File: src/design/mrg_pkg.sv
// Package for the interval merge block: default sizes and the tag that
// travels with every sorted interval from the sorter to the merger.
// No dependencies.
package mrg_pkg;

	localparam int MAX_INTERVALS_DEF = 64;
	localparam int COORD_WIDTH_DEF   = 16;
	localparam int LINK_DEPTH        = 2;

	// Per-interval control bits on the sorter-to-merger link
	typedef struct packed {
		logic last;   // final sorted interval of the set
		logic ovf;    // the set lost intervals at load time
	} tag_t;

endpackage

File: src/design/mrg_back.sv
// Back part of the interval merge block: folds sorted intervals into merged
// runs and holds each finished run in an output register.
// Depends on mrg_pkg.
module mrg_back #(
	parameter int COORD_WIDTH = mrg_pkg::COORD_WIDTH_DEF
) (
	input  logic                          clk,
	input  logic                          arst_n,
	input  logic                          link_empty,
	output logic                          link_pop,
	input  logic signed [COORD_WIDTH-1:0] link_start,
	input  logic signed [COORD_WIDTH-1:0] link_end,
	input  mrg_pkg::tag_t                 link_tag,
	output logic                          empty,
	input  logic                          pop,
	output logic signed [COORD_WIDTH-1:0] merged_start,
	output logic signed [COORD_WIDTH-1:0] merged_end,
	output logic                          last_merged,
	output logic                          overflow
);

	logic signed [COORD_WIDTH-1:0] cur_s_q;
	logic signed [COORD_WIDTH-1:0] cur_e_q;
	logic                          have_q;
	logic                          flush_q;
	logic                          ovf_q;
	logic                          out_valid_q;
	logic signed [COORD_WIDTH-1:0] out_s_q;
	logic signed [COORD_WIDTH-1:0] out_e_q;
	logic                          out_last_q;
	logic                          out_ovf_q;
	logic                          out_ready;
	logic                          joins;
	logic                          emit_prev;

	assign out_ready = !out_valid_q || pop;
	assign link_pop  = out_ready && !flush_q && !link_empty;
	assign joins     = have_q && (link_start <= cur_e_q);
	assign emit_prev = link_pop && have_q && !joins;

	// Merge or open a run; after a set's last interval, flush the open run once the output register is free
	always_ff @(posedge clk or negedge arst_n) begin
		if (!arst_n) begin
			have_q      <= 1'b0;
			flush_q     <= 1'b0;
			out_valid_q <= 1'b0;
		end else begin
			if (out_ready && flush_q) begin
				out_valid_q <= 1'b1;
				flush_q     <= 1'b0;
				have_q      <= 1'b0;
			end else begin
				if (link_pop) begin
					have_q <= 1'b1;
					if (link_tag.last) begin
						flush_q <= 1'b1;
					end
				end
				if (emit_prev) begin
					out_valid_q <= 1'b1;
				end else if (pop) begin
					out_valid_q <= 1'b0;
				end
			end
		end
	end

	// Run and output payload
	always_ff @(posedge clk) begin
		if (out_ready && flush_q) begin
			out_s_q    <= cur_s_q;
			out_e_q    <= cur_e_q;
			out_last_q <= 1'b1;
			out_ovf_q  <= ovf_q;
		end else if (link_pop) begin
			ovf_q <= link_tag.ovf;
			if (joins) begin
				if (link_end > cur_e_q) begin
					cur_e_q <= link_end;
				end
			end else begin
				cur_s_q <= link_start;
				cur_e_q <= link_end;
			end
			if (emit_prev) begin
				out_s_q    <= cur_s_q;
				out_e_q    <= cur_e_q;
				out_last_q <= 1'b0;
				out_ovf_q  <= ovf_q;
			end
		end
	end

	assign empty        = !out_valid_q;
	assign merged_start = out_s_q;
	assign merged_end   = out_e_q;
	assign last_merged  = out_last_q;
	assign overflow     = out_ovf_q;

endmodule

File: config.mk
export PLATFORM = sky130hd
export DESIGN_NAME = mrg_back
export DESIGN_NICKNAME = d
export VERILOG_FILES = /design/src/design/mrg_pkg.sv /design/src/design/mrg_back.sv
export SDC_FILE = /design/constraint.sdc
export NUM_CORES = 1
export LEC_CHECK = 0
export BUFFER_PORTS_ARGS = -buffer_cell sky130_fd_sc_hd__buf_2
export CAP_MARGIN = 15
export CORE_MARGIN = 2
export CORE_UTILIZATION = 55
export DETAILED_ROUTE_END_ITERATION = 8
export GPL_TIMING_DRIVEN = 0
export PLACE_DENSITY = 0.8
export REMOVE_ABC_BUFFERS = 1
export SYNTH_ARGS = -nofsm -noshare
export SYNTH_HDL_FRONTEND = slang
export SYNTH_SLANG_ARGS = --single-unit
File: constraint.sdc
create_clock -name clk -period 5.8 [get_ports clk]
set_clock_uncertainty 0.2 [all_clocks]
set_input_delay 0.29 -clock clk [delete_from_list [all_inputs] [get_ports clk]]
set_output_delay 0.29 -clock clk [all_outputs]
set_load 0.05 [all_outputs]
==> out/qor.log <==
INFO  sta            worst_hold_slack=0.0712ns
INFO  global_routing grt_usage=21.8%
INFO  sta            finalCritPeriodShare=59.2%
INFO  synth          synth.distinct_cells=33
INFO  critical_path  crit_start=link_end[15]
INFO  critical_path  crit_path_end_kind=flop
INFO  synth          gate_count_after_technology_mapping=188
INFO  sta            rsz0062_at_grt=no
INFO  die            dieArea=6030um2
INFO  layout         postLayoutCellArea=4080um2
INFO  detailed_routing drt-wirelength-per-cell=16.1um
INFO  layout         antenna_diode_instance_count=0
INFO  power_and_ir_drop max-vdd-ir-drop=0.000346V
INFO  power_and_ir_drop static_leakage=0.00173uW
INFO  sta            hold_violations=0
INFO  clocking       path_clk_slew=0.07ns
INFO  detailed_routing antenna_violating_nets_post_route=0
INFO  clocking       cts-htree-levels=3
INFO  critical_path  setup.worst_path.start_class=input port
INFO  global_routing congestion_overflow_gr=0
INFO  die            floorplan.rows=26
INFO  clocking       cts_resized=0
INFO  sta            slew_headroom=31.6%
INFO  job            cap_viol_max_count=0
INFO  sta            timing_worst_slew_pin_value=1.03ns
INFO  sta            totalNegativeSetupSlack=0ns
INFO  place          gp_routability_congestion=0.738
INFO  detailed_routing drcViolationCount=0
INFO  synth          number_of_storage_elements_in_the_synthesis_netlist=70
INFO  detailed_routing drt_pass1_iterations=4
INFO  critical_path  setup.worst_path.class=input port to flop
INFO  clocking       number_of_buffers_on_the_longest_clock_path=2
INFO  global_routing grt_start_max_net_pins=20
INFO  detailed_routing route.vias.total=2017
INFO  global_routing grt_antenna_before_repair=0
INFO  global_routing wire_length_of_the_first_global_routing_pass=9770um
INFO  clocking       ctsRootBufferMaster=clkbuf_8
INFO  critical_path  cp_data_arrival_time=3.19ns
INFO  sta            fmaxAchievable=0.291GHz
INFO  power_and_ir_drop power.density=406nW/um2
INFO  layout         layout-area-overhead-vs-synth=36.7%
INFO  sta            setup-violations-final=0
INFO  layout         fraction_of_final_layout_cells_sized_beyond_drive_strength_1=31.1%
INFO  layout         layout.filler_cells=289
INFO  worst_hold_path hp-class=input port to async pin
INFO  synth          synth_area_per_cell=15.9um2
INFO  clocking       cts_num_sinks=70
INFO  clocking       numCtsBuffers=9
INFO  clocking       clock_latency=0.34ns
INFO  global_routing grt_pass1_vias=2110
INFO  die            floorplan.io_pins=74
INFO  clocking       cts_tree=done
INFO  detailed_routing postRouteWirelength=6170um
INFO  run_status     result_of_the_run=finished, final reports clean
INFO  synth          yosysSeqAreaShare=69.6%
INFO  place          io_buffers=73
INFO  detailed_routing vias_per_cell=5.28
INFO  detailed_routing drt_first_iter_violations=110
INFO  place          post_dp_cell_area=3480um2
INFO  die            floorplan.die.width=77.7um
INFO  place          dp_hpwl=3970um
INFO  critical_path  timing.critical_path.required=5.56ns
INFO  synth          netlist_area=2980um2
INFO  sta            period_needed=3.43ns
INFO  synth          synth.yosys.warnings=0
INFO  die            area_of_the_core=5170um2
INFO  die            initial_utilization=57.7%
INFO  sta            number_of_pins_exceeding_their_max_slew_limit_in_the_final_report=0
INFO  critical_path  worst-path-max-fanout=16
INFO  layout         final_net_count=377
INFO  die            die_height=77.7um
INFO  critical_path  critical_path.reg2reg.startpoint=cur_e_q[15]
[through the flow]
stage               std cells  util, %  power (uW)  worst slack, ns
global placement          331     66.4        1110             1.33
global route              382     78.9        1720             2.14
detailed placement        332     67.3        1140             2.50
finish                    382     78.9        1660             2.37
CTS                       382     78.9        1660             2.34
floorplan                 188        -        1010             1.91
[area by class of cell]
class                   count  area [um2]  share of cell area [%]
multi-input cells          97         843                    20.7
repair buffers            108         733                    18.0
clock inverters             7         136                    3.34
flip-flops and latches     70        2080                    50.9
inverters                  21        78.8                    1.93
clock buffers               9         124                    3.04
well taps                  70        87.6                    2.15
[cell usage in the layout, fill, tap and decap left out, types with 5 or more instances in the layout]
master / synthesis / layout
inv_1: 21 / 21
edfxtp_1: 66 / 66
nor2_1: 6 / 6
nand2_1: 5 / 5
clkbuf_8: 0 / 9
dlygate4sd3_1: 0 / 34
a21oi_1: 13 / 12
nand4_1: 5 / 5
ha_1: 32 / 32
buf_2: 0 / 73
[power by group]
part / switching, uW / internal, uW / total (uW)
Combinational: 328 / 121 / 449
Clock: 181 / 327 / 508
Sequential: 29.2 / 670 / 699
[sequential cells by signal, summed over array words and instances (netlist names)]
register,flops
have_q,1
cur_e_q,16
last_merged,1
cur_s_q,16
overflow,1
merged_end,16
merged_start,16
flush_q,1
out_valid_q,1
ovf_q,1
[metal layers]
metal | track usage (%) | wire [um] | up-vias
li1 | - | - | 960
met1 | 25.1 | 2580 | 979
met2 | 37.7 | 3120 | 63
met3 | 6.63 | 293 | 15
met4 | 9.29 | 169 | 0
met5 | 0 | 0 | -
[logic make-up after synthesis]
| logic type | after synthesis | synth area share [%] |
|---|---|---|
| flip-flops | 70 | 69.6 |
| AO/OA/AOI/OAI | 34 | 8.22 |
| adder cells (fa/ha/maj) | 32 | 13.4 |
| AND/OR/NAND/NOR | 31 | 6.12 |
| buffers and inverters | 21 | 2.64 |
[Yosys cell counts]
cell type | count | area share (%)
edfxtp_1 | 66 | 66
ha_1 | 32 | 13
inv_1 | 21 | 2.6
a21oi_1 | 13 | 2.2
nor2_1 | 6 | 0.75
nand2_1 | 5 | 0.63
nand4_1 | 5 | 1.0
nor2b_1 | 4 | 0.84
o21ai_0 | 4 | 0.67
a21o_1 | 3 | 0.75
dfrtp_1 | 3 | 2.5
nand3_1 | 2 | 0.34
nor4_1 | 2 | 0.42
o21ai_1 | 2 | 0.34
o31ai_1 | 2 | 0.50
a2111oi_4 | 1 | 0.92
a21boi_0 | 1 | 0.25
a221o_1 | 1 | 0.34
a22o_1 | 1 | 0.29
a31oi_2 | 1 | 0.42
and4_1 | 1 | 0.29
dfxtp_1 | 1 | 0.67
nand4_2 | 1 | 0.42
nor4_2 | 1 | 0.42
nor4b_1 | 1 | 0.29
o2111ai_1 | 1 | 0.29
o211ai_1 | 1 | 0.25
o211ai_2 | 1 | 0.42
o21a_1 | 1 | 0.25
o22a_2 | 1 | 0.34
or2_2 | 1 | 0.21
or2b_1 | 1 | 0.25
or3_1 | 1 | 0.21
[critical path, stage by stage]
cell,delay (ns)
dlygate4sd3_1,0.52
buf_2,0.13
ha_1,0.31
nand4_1,0.18
nor4_1,0.52
a21boi_0,0.26
o31ai_1,0.13
a31oi_2,0.84
[what timing repair did]
item,4_1_cts,5_1_grt
buffers inserted,0,0
hold endpoints to repair,36,0
hold buffers,34,0
[final timing paths]
check                                   endpoint  slack [ns]  depth (start not counted)
worst min-delay path                      have_q        0.07                          2
worst max-delay path                  cur_e_q[2]        2.37                          8
min in group clk                          have_q        0.08                          3
max in group asynchronous            out_valid_q        5.22                          2
worst max register to register        cur_e_q[2]        2.53                          7
worst min register to register  merged_start[11]        0.22                          0
(Power assumes the default switching activity.)
