--- src/design/mrg_link.sv ---
// Short queue between the sorter and the merger of the interval merge block.
// Generic width and depth; no package dependency.
module mrg_link #(
	parameter int WIDTH = 34,
	parameter int DEPTH = 2
) (
	input  logic                       clk,
	input  logic                       arst_n,
	input  logic                       push,
	output logic                       full,
	input  logic [WIDTH-1:0]           data_in,
	input  logic                       pop,
	output logic                       empty,
	output logic [WIDTH-1:0]           data_out,
	output logic [$clog2(DEPTH+1)-1:0] level
);

	localparam int AW = (DEPTH > 1) ? $clog2(DEPTH) : 1;
	localparam int LW = $clog2(DEPTH + 1);

	logic [WIDTH-1:0] mem_q [DEPTH];
	logic [AW-1:0]    wr_ptr_q;
	logic [AW-1:0]    rd_ptr_q;
	logic [LW-1:0]    level_q;
	logic             do_push;
	logic             do_pop;

	assign full     = (level_q == LW'(DEPTH));
	assign empty    = (level_q == '0);
	assign do_push  = push && !full;
	assign do_pop   = pop && !empty;
	assign data_out = mem_q[rd_ptr_q];
	assign level    = level_q;

	// Store the incoming entry
	always_ff @(posedge clk) begin
		if (do_push) begin
			mem_q[wr_ptr_q] <= data_in;
		end
	end

	// Advance pointers and track the fill level
	always_ff @(posedge clk or negedge arst_n) begin
		if (!arst_n) begin
			wr_ptr_q <= '0;
			rd_ptr_q <= '0;
			level_q  <= '0;
		end else begin
			if (do_push) begin
				wr_ptr_q <= (wr_ptr_q == AW'(DEPTH - 1)) ? '0 : wr_ptr_q + AW'(1);
			end
			if (do_pop) begin
				rd_ptr_q <= (rd_ptr_q == AW'(DEPTH - 1)) ? '0 : rd_ptr_q + AW'(1);
			end
			if (do_push && !do_pop) begin
				level_q <= level_q + LW'(1);
			end else if (do_pop && !do_push) begin
				level_q <= level_q - LW'(1);
			end
		end
	end

endmodule

--- config.mk ---
export PLATFORM = sky130hd
export DESIGN_NAME = mrg_link
export DESIGN_NICKNAME = d
export VERILOG_FILES = /design/src/design/mrg_link.sv
export SDC_FILE = /design/constraint.sdc
export NUM_CORES = 1
export LEC_CHECK = 0
export BUFFER_PORTS_ARGS = -buffer_cell sky130_fd_sc_hd__buf_2
export CAP_MARGIN = 10
export CORE_MARGIN = 5
export CORE_UTILIZATION = 40
export DETAILED_ROUTE_END_ITERATION = 16
export PLACE_DENSITY = 0.68
export RECOVER_POWER = 25
export SETUP_SLACK_MARGIN = 0.4
export SLEW_MARGIN = 5
export SYNTH_ARGS = -nofsm -noshare
export SYNTH_HDL_FRONTEND = slang
export SYNTH_SLANG_ARGS = --single-unit
export TNS_END_PERCENT = 1
--- constraint.sdc ---
create_clock -name clk -period 3.7 [get_ports clk]
set_clock_uncertainty 0.2 [all_clocks]
set_input_delay 0 -clock clk [delete_from_list [all_inputs] [get_ports clk]]
set_output_delay 0 -clock clk [all_outputs]
set_load 0.01 [all_outputs]
==> results.toml, run 1 <==
[synth]
synth.lib_cells_used.distinct = 15
asyncSetResetFlopFracSynth_pct = 5.56
synth_adder_area_share_pct = 0.447
ff_latch_count_synth = 72
yosys.area_share.simple_pct = 0.983
netlist.area_leader.share_pct = 72.9
syn-instance-count = 125
synth.yosys.warnings = 0
synth_top_family_by_area = "multiplexers"
post_synth_most_frequent_cells = "68 x sky130_fd_sc_hd__edfxtp_1, 29 x sky130_fd_sc_hd__mux2_4, 5 x sky130_fd_sc_hd__mux2_2, 4 x sky130_fd_sc_hd__dfrtp_1"
synth_top_cells_by_area = "sky130_fd_sc_hd__edfxtp_1 73%, sky130_fd_sc_hd__mux2_4 16%, sky130_fd_sc_hd__dfrtp_1 3.6%"
syn_area_per_cell_um2 = 22.4
synthMuxAreaShare_pct = 17.6
synth_top_area_cell = "sky130_fd_sc_hd__edfxtp_1"
synth_xor_xnor_area_share_pct = 1.56
synth-edff-count = 68
synth_top_flop_cell = "sky130_fd_sc_hd__edfxtp_1"
synth_fp_nets = 164
synth_sequential_area_ratio_pct = 76.5
synth-compound-area-share_pct = 0.179
synthMostInstantiatedCell = "sky130_fd_sc_hd__edfxtp_1"
post_synth_instance_area_um2 = 2800

[drt]
route.vias.total = 1454
number_of_drc_violations_after_detailed_routing_iteration_0 = 35
vias_per_cell = 4.20
first_pass_detailed_route_iteration_total = 4
routed_wl_um = 4920
number_of_nets_still_failing_antenna_checks_after_routing = 0
route.detailed.wl_per_inst_um = 14.2
detail_route.drc_violations = 0

[setup_path]
reg2regPathDepth = 3
worstSetupPathType = "reg -> out"
cp.arrival_ns = 1.96
critPathLaunchType = "register"
reg2reg_from = "level[0]"
reg2reg_to = "mem_q[0][28]"
critical_path_rt_ns = 3.50
r2r_setup_slack_ns = 1.55
critical_path_maximum_fanout = 35
timing.critical_path.to_type = "output pin"

[clock_network]
clock_latency_late_sink_ns = 0.34
postCtsSetupRepairBufs = 0
cts.path.max_buffers = 2
numClockSinks = 72
ctsHtreeMaxLevel = 3
cts_buffers = 9
clockRootBuffer = "sky130_fd_sc_hd__clkbuf_8"
clock_pin_slew_on_the_worst_setup_and_hold_paths_ns = 0.08
cts_tree = "done"

[floorplan]
placement_rows = 30
die_x_um = 93.7
dieArea_um2 = 8780
design.core.area_um2 = 6790
pin_count = 76
initial_core_util_pct = 41.2
dieHeight_um = 93.7

[worst_hold_path]
holdPathStages = 2
min-delay-path-class = "in -> reg"
timing.hold.worst.start = "data_in[10]"
min_to = "mem_q[1][10]"

[run_status]
outcome = "finished, final reports clean"

[timing]
setup_viol_count_final = 0
layout_worst_path_cycle_share_pct = 58.5
final.hold.worst_slack_ns = 0.172
drv_slew = 0
layout_min_cycle_time_ns = 2.16
tightestPinTransition_ns = 1.05
worst_slew_slack_as_a_fraction_of_its_limit_pct = 29.7
fin_tns_setup_ns = 0
rsz0062_at_grt = "no"
fmax_mhz = 462
report.final.hold_viol_count = 0

[placed_design]
hpwlAfterDp_um = 3040
gp_congestion = 0.779
port-buffer-count = 75

[cells_and_area]
finalNetCount = 284
n_fill_cell = 538
antenna-diode-count = 0
area.growth.synth_to_final_pct = 36.2
layout-drive-gt1-share_pct = 44.8

[power]
leakagePower_nw = 1.50
worst_ir_drop_vdd_mv = 0.617
pwr_density_nw_per_um2 = 727

[global_route]
grt_max_degree = 36
grt.overflow.total = 0
number_of_global_route_vias_before_repair = 1551
global_route.usage.total_pct = 11.9
grt_first_pass_wirelength_um = 7650
antenna_violations_before_repair = 0

[job]
max-cap-violations = 0
## per-layer routing
metal / up-vias / track usage (%) / wire length, µm
li1: 720 / - / -
met1: 666 / 14.2 / 2150
met2: 62 / 19.1 / 2350
met3: 6 / 5.77 / 384
met4: 0 / 3.25 / 44
met5: - / 0 / 0
## final cells by class
cell class	instances	area, µm²	share of cell area [%]
inverter	2	7.51	0.197
multi-input combinational	47	589	15.4
clock buffer	9	124	3.25
timing repair buffer	113	736	19.3
sequential	72	2140	56.2
clock inverter	7	96.3	2.52
tap	96	120	3.15
## where the power goes
| part | internal (mW) | switching, mW | leakage (nW) |
|---|---|---|---|
| clock | 0.379 | 0.279 | 0.101 |
| combinational | 0.477 | 0.360 | 0.726 |
| sequential | 1.12 | 0.161 | 0.677 |
## worst max path at each step
stage | start | to | slack (ns) | cells past startpoint
after floorplan | level[0] | mem_q[0][0] | 0.91 | 3
after global placement | level[0] | mem_q[0][23] | 1.62 | 3
after detailed placement | level[0] | mem_q[0][1] | 1.50 | 3
after CTS | rd_ptr_q | data_out[18] | 1.48 | 2
after global routing | rd_ptr_q | data_out[18] | 1.42 | 2
final | rd_ptr_q | data_out[17] | 1.54 | 2
## metrics by stage
step	instances	cell area (µm²)	power [mW]	setup slack [ns]	util (%)
6_report	346	3820	2.78	1.54	56.2
2_1_floorplan	125	2800	1.89	0.911	-
4_1_cts	346	3840	2.82	1.48	56.5
3_5_place_dp	292	3240	2.13	1.50	47.6
5_1_grt	346	3820	2.93	1.42	56.2
3_3_place_gp	292	3240	2.11	1.62	47.6
## cell usage in the layout (no fill, tap or decap), types with 2 or more instances in the layout
master,synthesis,layout
sky130_fd_sc_hd__edfxtp_1,68,68
sky130_fd_sc_hd__buf_2,0,59
sky130_fd_sc_hd__dlygate4sd3_1,0,38
sky130_fd_sc_hd__mux2_4,29,29
sky130_fd_sc_hd__clkbuf_1,0,14
sky130_fd_sc_hd__clkbuf_8,0,9
sky130_fd_sc_hd__mux2_2,5,5
sky130_fd_sc_hd__xnor2_1,3,3
sky130_fd_sc_hd__clkinvlp_4,0,3
sky130_fd_sc_hd__dfrtp_1,4,3
sky130_fd_sc_hd__inv_1,2,2
sky130_fd_sc_hd__nor2_1,3,2
sky130_fd_sc_hd__xor2_1,2,2
sky130_fd_sc_hd__bufinv_16,0,2
sky130_fd_sc_hd__buf_1,0,2
## kinds of logic (layout without fill, tap and decap cells)
logic type | Yosys count | after routing
DFF | 72 | 72
xor gates and xnor gates | 5 | 5
muxes | 34 | 34
and+or+nand+nor | 6 | 6
adders and majority gates | 1 | 1
buffers and inverters | 6 | 131
AOI/OAI and AO/OA | 1 | 1
## registers in the layout, indices dropped and copies added (netlist names)
register  flops
level         2
mem_q        68
rd_ptr_q      1
wr_ptr_q      1
## critical path: stages (launching register included)
cell and delay (ns):
sky130_fd_sc_hd__dfrtp_2 1.06, sky130_fd_sc_hd__mux2_2 0.42, sky130_fd_sc_hd__buf_2 0.14
## repair_timing
action,CTS,global route
hold buffers,38,0
resized for setup,0,0
endpoints found under the hold margin,75,0
(Power assumes the default switching activity.)
==> run 2, diff against run 1 <==
==> constraint.sdc (replaced) <==
create_clock -name clk -period 2.1 [get_ports clk]
set_clock_uncertainty 0.2 [all_clocks]
set_input_delay 0 -clock clk [delete_from_list [all_inputs] [get_ports clk]]
set_output_delay 0 -clock clk [all_outputs]
set_load 0.01 [all_outputs]
==> run 2 against run 1 <==
Total power grew 79%; hold slack gained 0.0079 ns; largest cell class unchanged; setup slack lost 1.1 ns; non-clock buffer count grew 5; first-iteration DRC count shrank 8.6%; final area grew 1.7%; critical path depth grew 1; via count grew 2.5%; sequential share of layout area shrank 0.89 points; critical path type unchanged.
==> results.toml, run 2 (synthesized netlist as in run 1, its figures left out) <==
[global_route]
antenna_violations_before_repair = 0
grt_first_pass_wirelength_um = 7710
global_route.usage.total_pct = 11.7
grt.overflow.total = 0
grt_max_degree = 35
number_of_global_route_vias_before_repair = 1683

[timing]
rsz0062_at_grt = "yes"
worst_slew_slack_as_a_fraction_of_its_limit_pct = 80.9
layout_min_cycle_time_ns = 1.67
setup_viol_count_final = 0
report.final.hold_viol_count = 0
layout_worst_path_cycle_share_pct = 79.6
final.hold.worst_slack_ns = 0.179
drv_slew = 0
tightestPinTransition_ns = 0.286
fmax_mhz = 598
fin_tns_setup_ns = 0

[drt]
first_pass_detailed_route_iteration_total = 3
route.vias.total = 1491
detail_route.drc_violations = 0
number_of_nets_still_failing_antenna_checks_after_routing = 0
routed_wl_um = 4870
number_of_drc_violations_after_detailed_routing_iteration_0 = 32
route.detailed.wl_per_inst_um = 13.9
vias_per_cell = 4.25

[cells_and_area]
finalNetCount = 289
most_frequent_cells_in_the_layout = "68 x sky130_fd_sc_hd__edfxtp_1, 57 x sky130_fd_sc_hd__buf_2, 38 x sky130_fd_sc_hd__dlygate4sd3_1"
area.growth.synth_to_final_pct = 38.5
most_common_cell_after_layout_fill_and_taps_aside = "sky130_fd_sc_hd__edfxtp_1"
layout-drive-gt1-share_pct = 46.3
max_flop_register = "mem_q"
largest_reg_flops = 68
antenna-diode-count = 0

[placed_design]
port-buffer-count = 75
hpwlAfterDp_um = 3160
gp_congestion = 0.668

[setup_path]
cpPeakStageDelay_ns = 0.38
crit_family = "buffers and inverters"
crit_path_cell_trace = "buf_4, mux2_4, buf_2"
critPathLaunchType = "register"
critical_path_maximum_fanout = 14
timing.critical_path.buf_inv = 2
timing.critical_path.to_type = "output pin"
critical_path_rt_ns = 1.90
worstSetupPathType = "reg -> out"
cp.arrival_ns = 1.47
timing.critical_path.slowest_stage_cell = "sky130_fd_sc_hd__dfrtp_2"

[clock_network]
clock_latency_late_sink_ns = 0.33
postCtsSetupRepairBufs = 0
cts_buffers = 9
numClockSinks = 72
cts_tree = "done"
ctsHtreeMaxLevel = 3
clockRootBuffer = "sky130_fd_sc_hd__clkbuf_8"
clock_pin_slew_on_the_worst_setup_and_hold_paths_ns = 0.08
cts.path.max_buffers = 2

[floorplan]
die_x_um = 93.7
placement_rows = 30
design.core.area_um2 = 6790
initial_core_util_pct = 41.2
dieArea_um2 = 8780
dieHeight_um = 93.7
pin_count = 76

[power]
pwr_density_nw_per_um2 = 1280
fin_total_pwr_mw = 4.96
leakagePower_nw = 1.55
worst_ir_drop_vdd_mv = 0.923

[job]
max-cap-violations = 0

[run_status]
outcome = "finished, final reports clean"

[worst_hold_path]
min-delay-path-class = "in -> reg"
-- run 2: cell types whose count changed in the layout (fill, tap and decap cells not counted), moves of 2 or more --
cell	before	now
sky130_fd_sc_hd__clkbuf_1	14	18
sky130_fd_sc_hd__buf_4	0	3
sky130_fd_sc_hd__clkinvlp_4	3	0
sky130_fd_sc_hd__buf_1	2	0
sky130_fd_sc_hd__buf_2	59	57
sky130_fd_sc_hd__clkinv_2	1	3
-- run 2: metal layers --
layer | GRT usage (%) | wire (µm) | vias to the layer above
li1 | - | - | 733
met1 | 12.8 | 1980 | 698
met2 | 20.2 | 2430 | 51
met3 | 3.61 | 366 | 9
met4 | 6.14 | 97 | 0
met5 | 0 | 0 | -
-- run 2: path summary, 6_finish.rpt --
check / from / endpoint / slack, ns / cells after the start
max reg2reg: level[0] / level[1] / 0.49 / 7
max: rd_ptr_q / data_out[23] / 0.43 / 3
min in group asynchronous: arst_n / rd_ptr_q / 0.37 / 3
min: data_in[6] / mem_q[0][6] / 0.18 / 2
min reg2reg: level[0] / level[0] / 0.33 / 1
max in group asynchronous: arst_n / level[0] / 1.14 / 3
-- run 2: worst register-to-register path, stage by stage (launching register included) --
cell	delay [ns]
sky130_fd_sc_hd__dfrtp_2	0.45
sky130_fd_sc_hd__nand2b_4	0.17
sky130_fd_sc_hd__nand2_4	0.08
sky130_fd_sc_hd__inv_1	0.05
sky130_fd_sc_hd__ha_1	0.20
sky130_fd_sc_hd__xor2_1	0.14
sky130_fd_sc_hd__nor2_1	0.11
sky130_fd_sc_hd__xor2_1	0.15
-- run 2: area by class of cell --
cell class	instances	area (µm²)
Sequential cell	72	2140
Timing Repair Buffer	118	792
Fill cell	548	2910
Inverter	2	7.51
Clock inverter	6	83.8
Tap cell	96	120
Multi-Input combinational cell	47	604
Clock buffer	10	128
-- run 2: per-stage QoR --
step,worst slack [ns],cells,util (%),cell area [µm²]
2_1_floorplan,0.327,125,-,2830
3_3_place_gp,0.519,297,48.6,3300
3_5_place_dp,0.500,297,48.6,3300
4_1_cts,0.402,351,57.4,3900
5_1_grt,0.373,351,57.1,3880
6_report,0.427,351,57.1,3880
-- run 2: timing repair --
item | in CTS | in global routing
endpoints found under the setup margin | 21 | 19
hold buffers | 38 | 0
gates resized for setup | 2 | 0
endpoints found under the hold margin | 75 | 0
-- run 2: power by group --
part	switching, mW	total, mW	internal (mW)
registers	0.121	2.09	1.97
logic	0.816	1.73	0.910
clock network	0.480	1.14	0.665
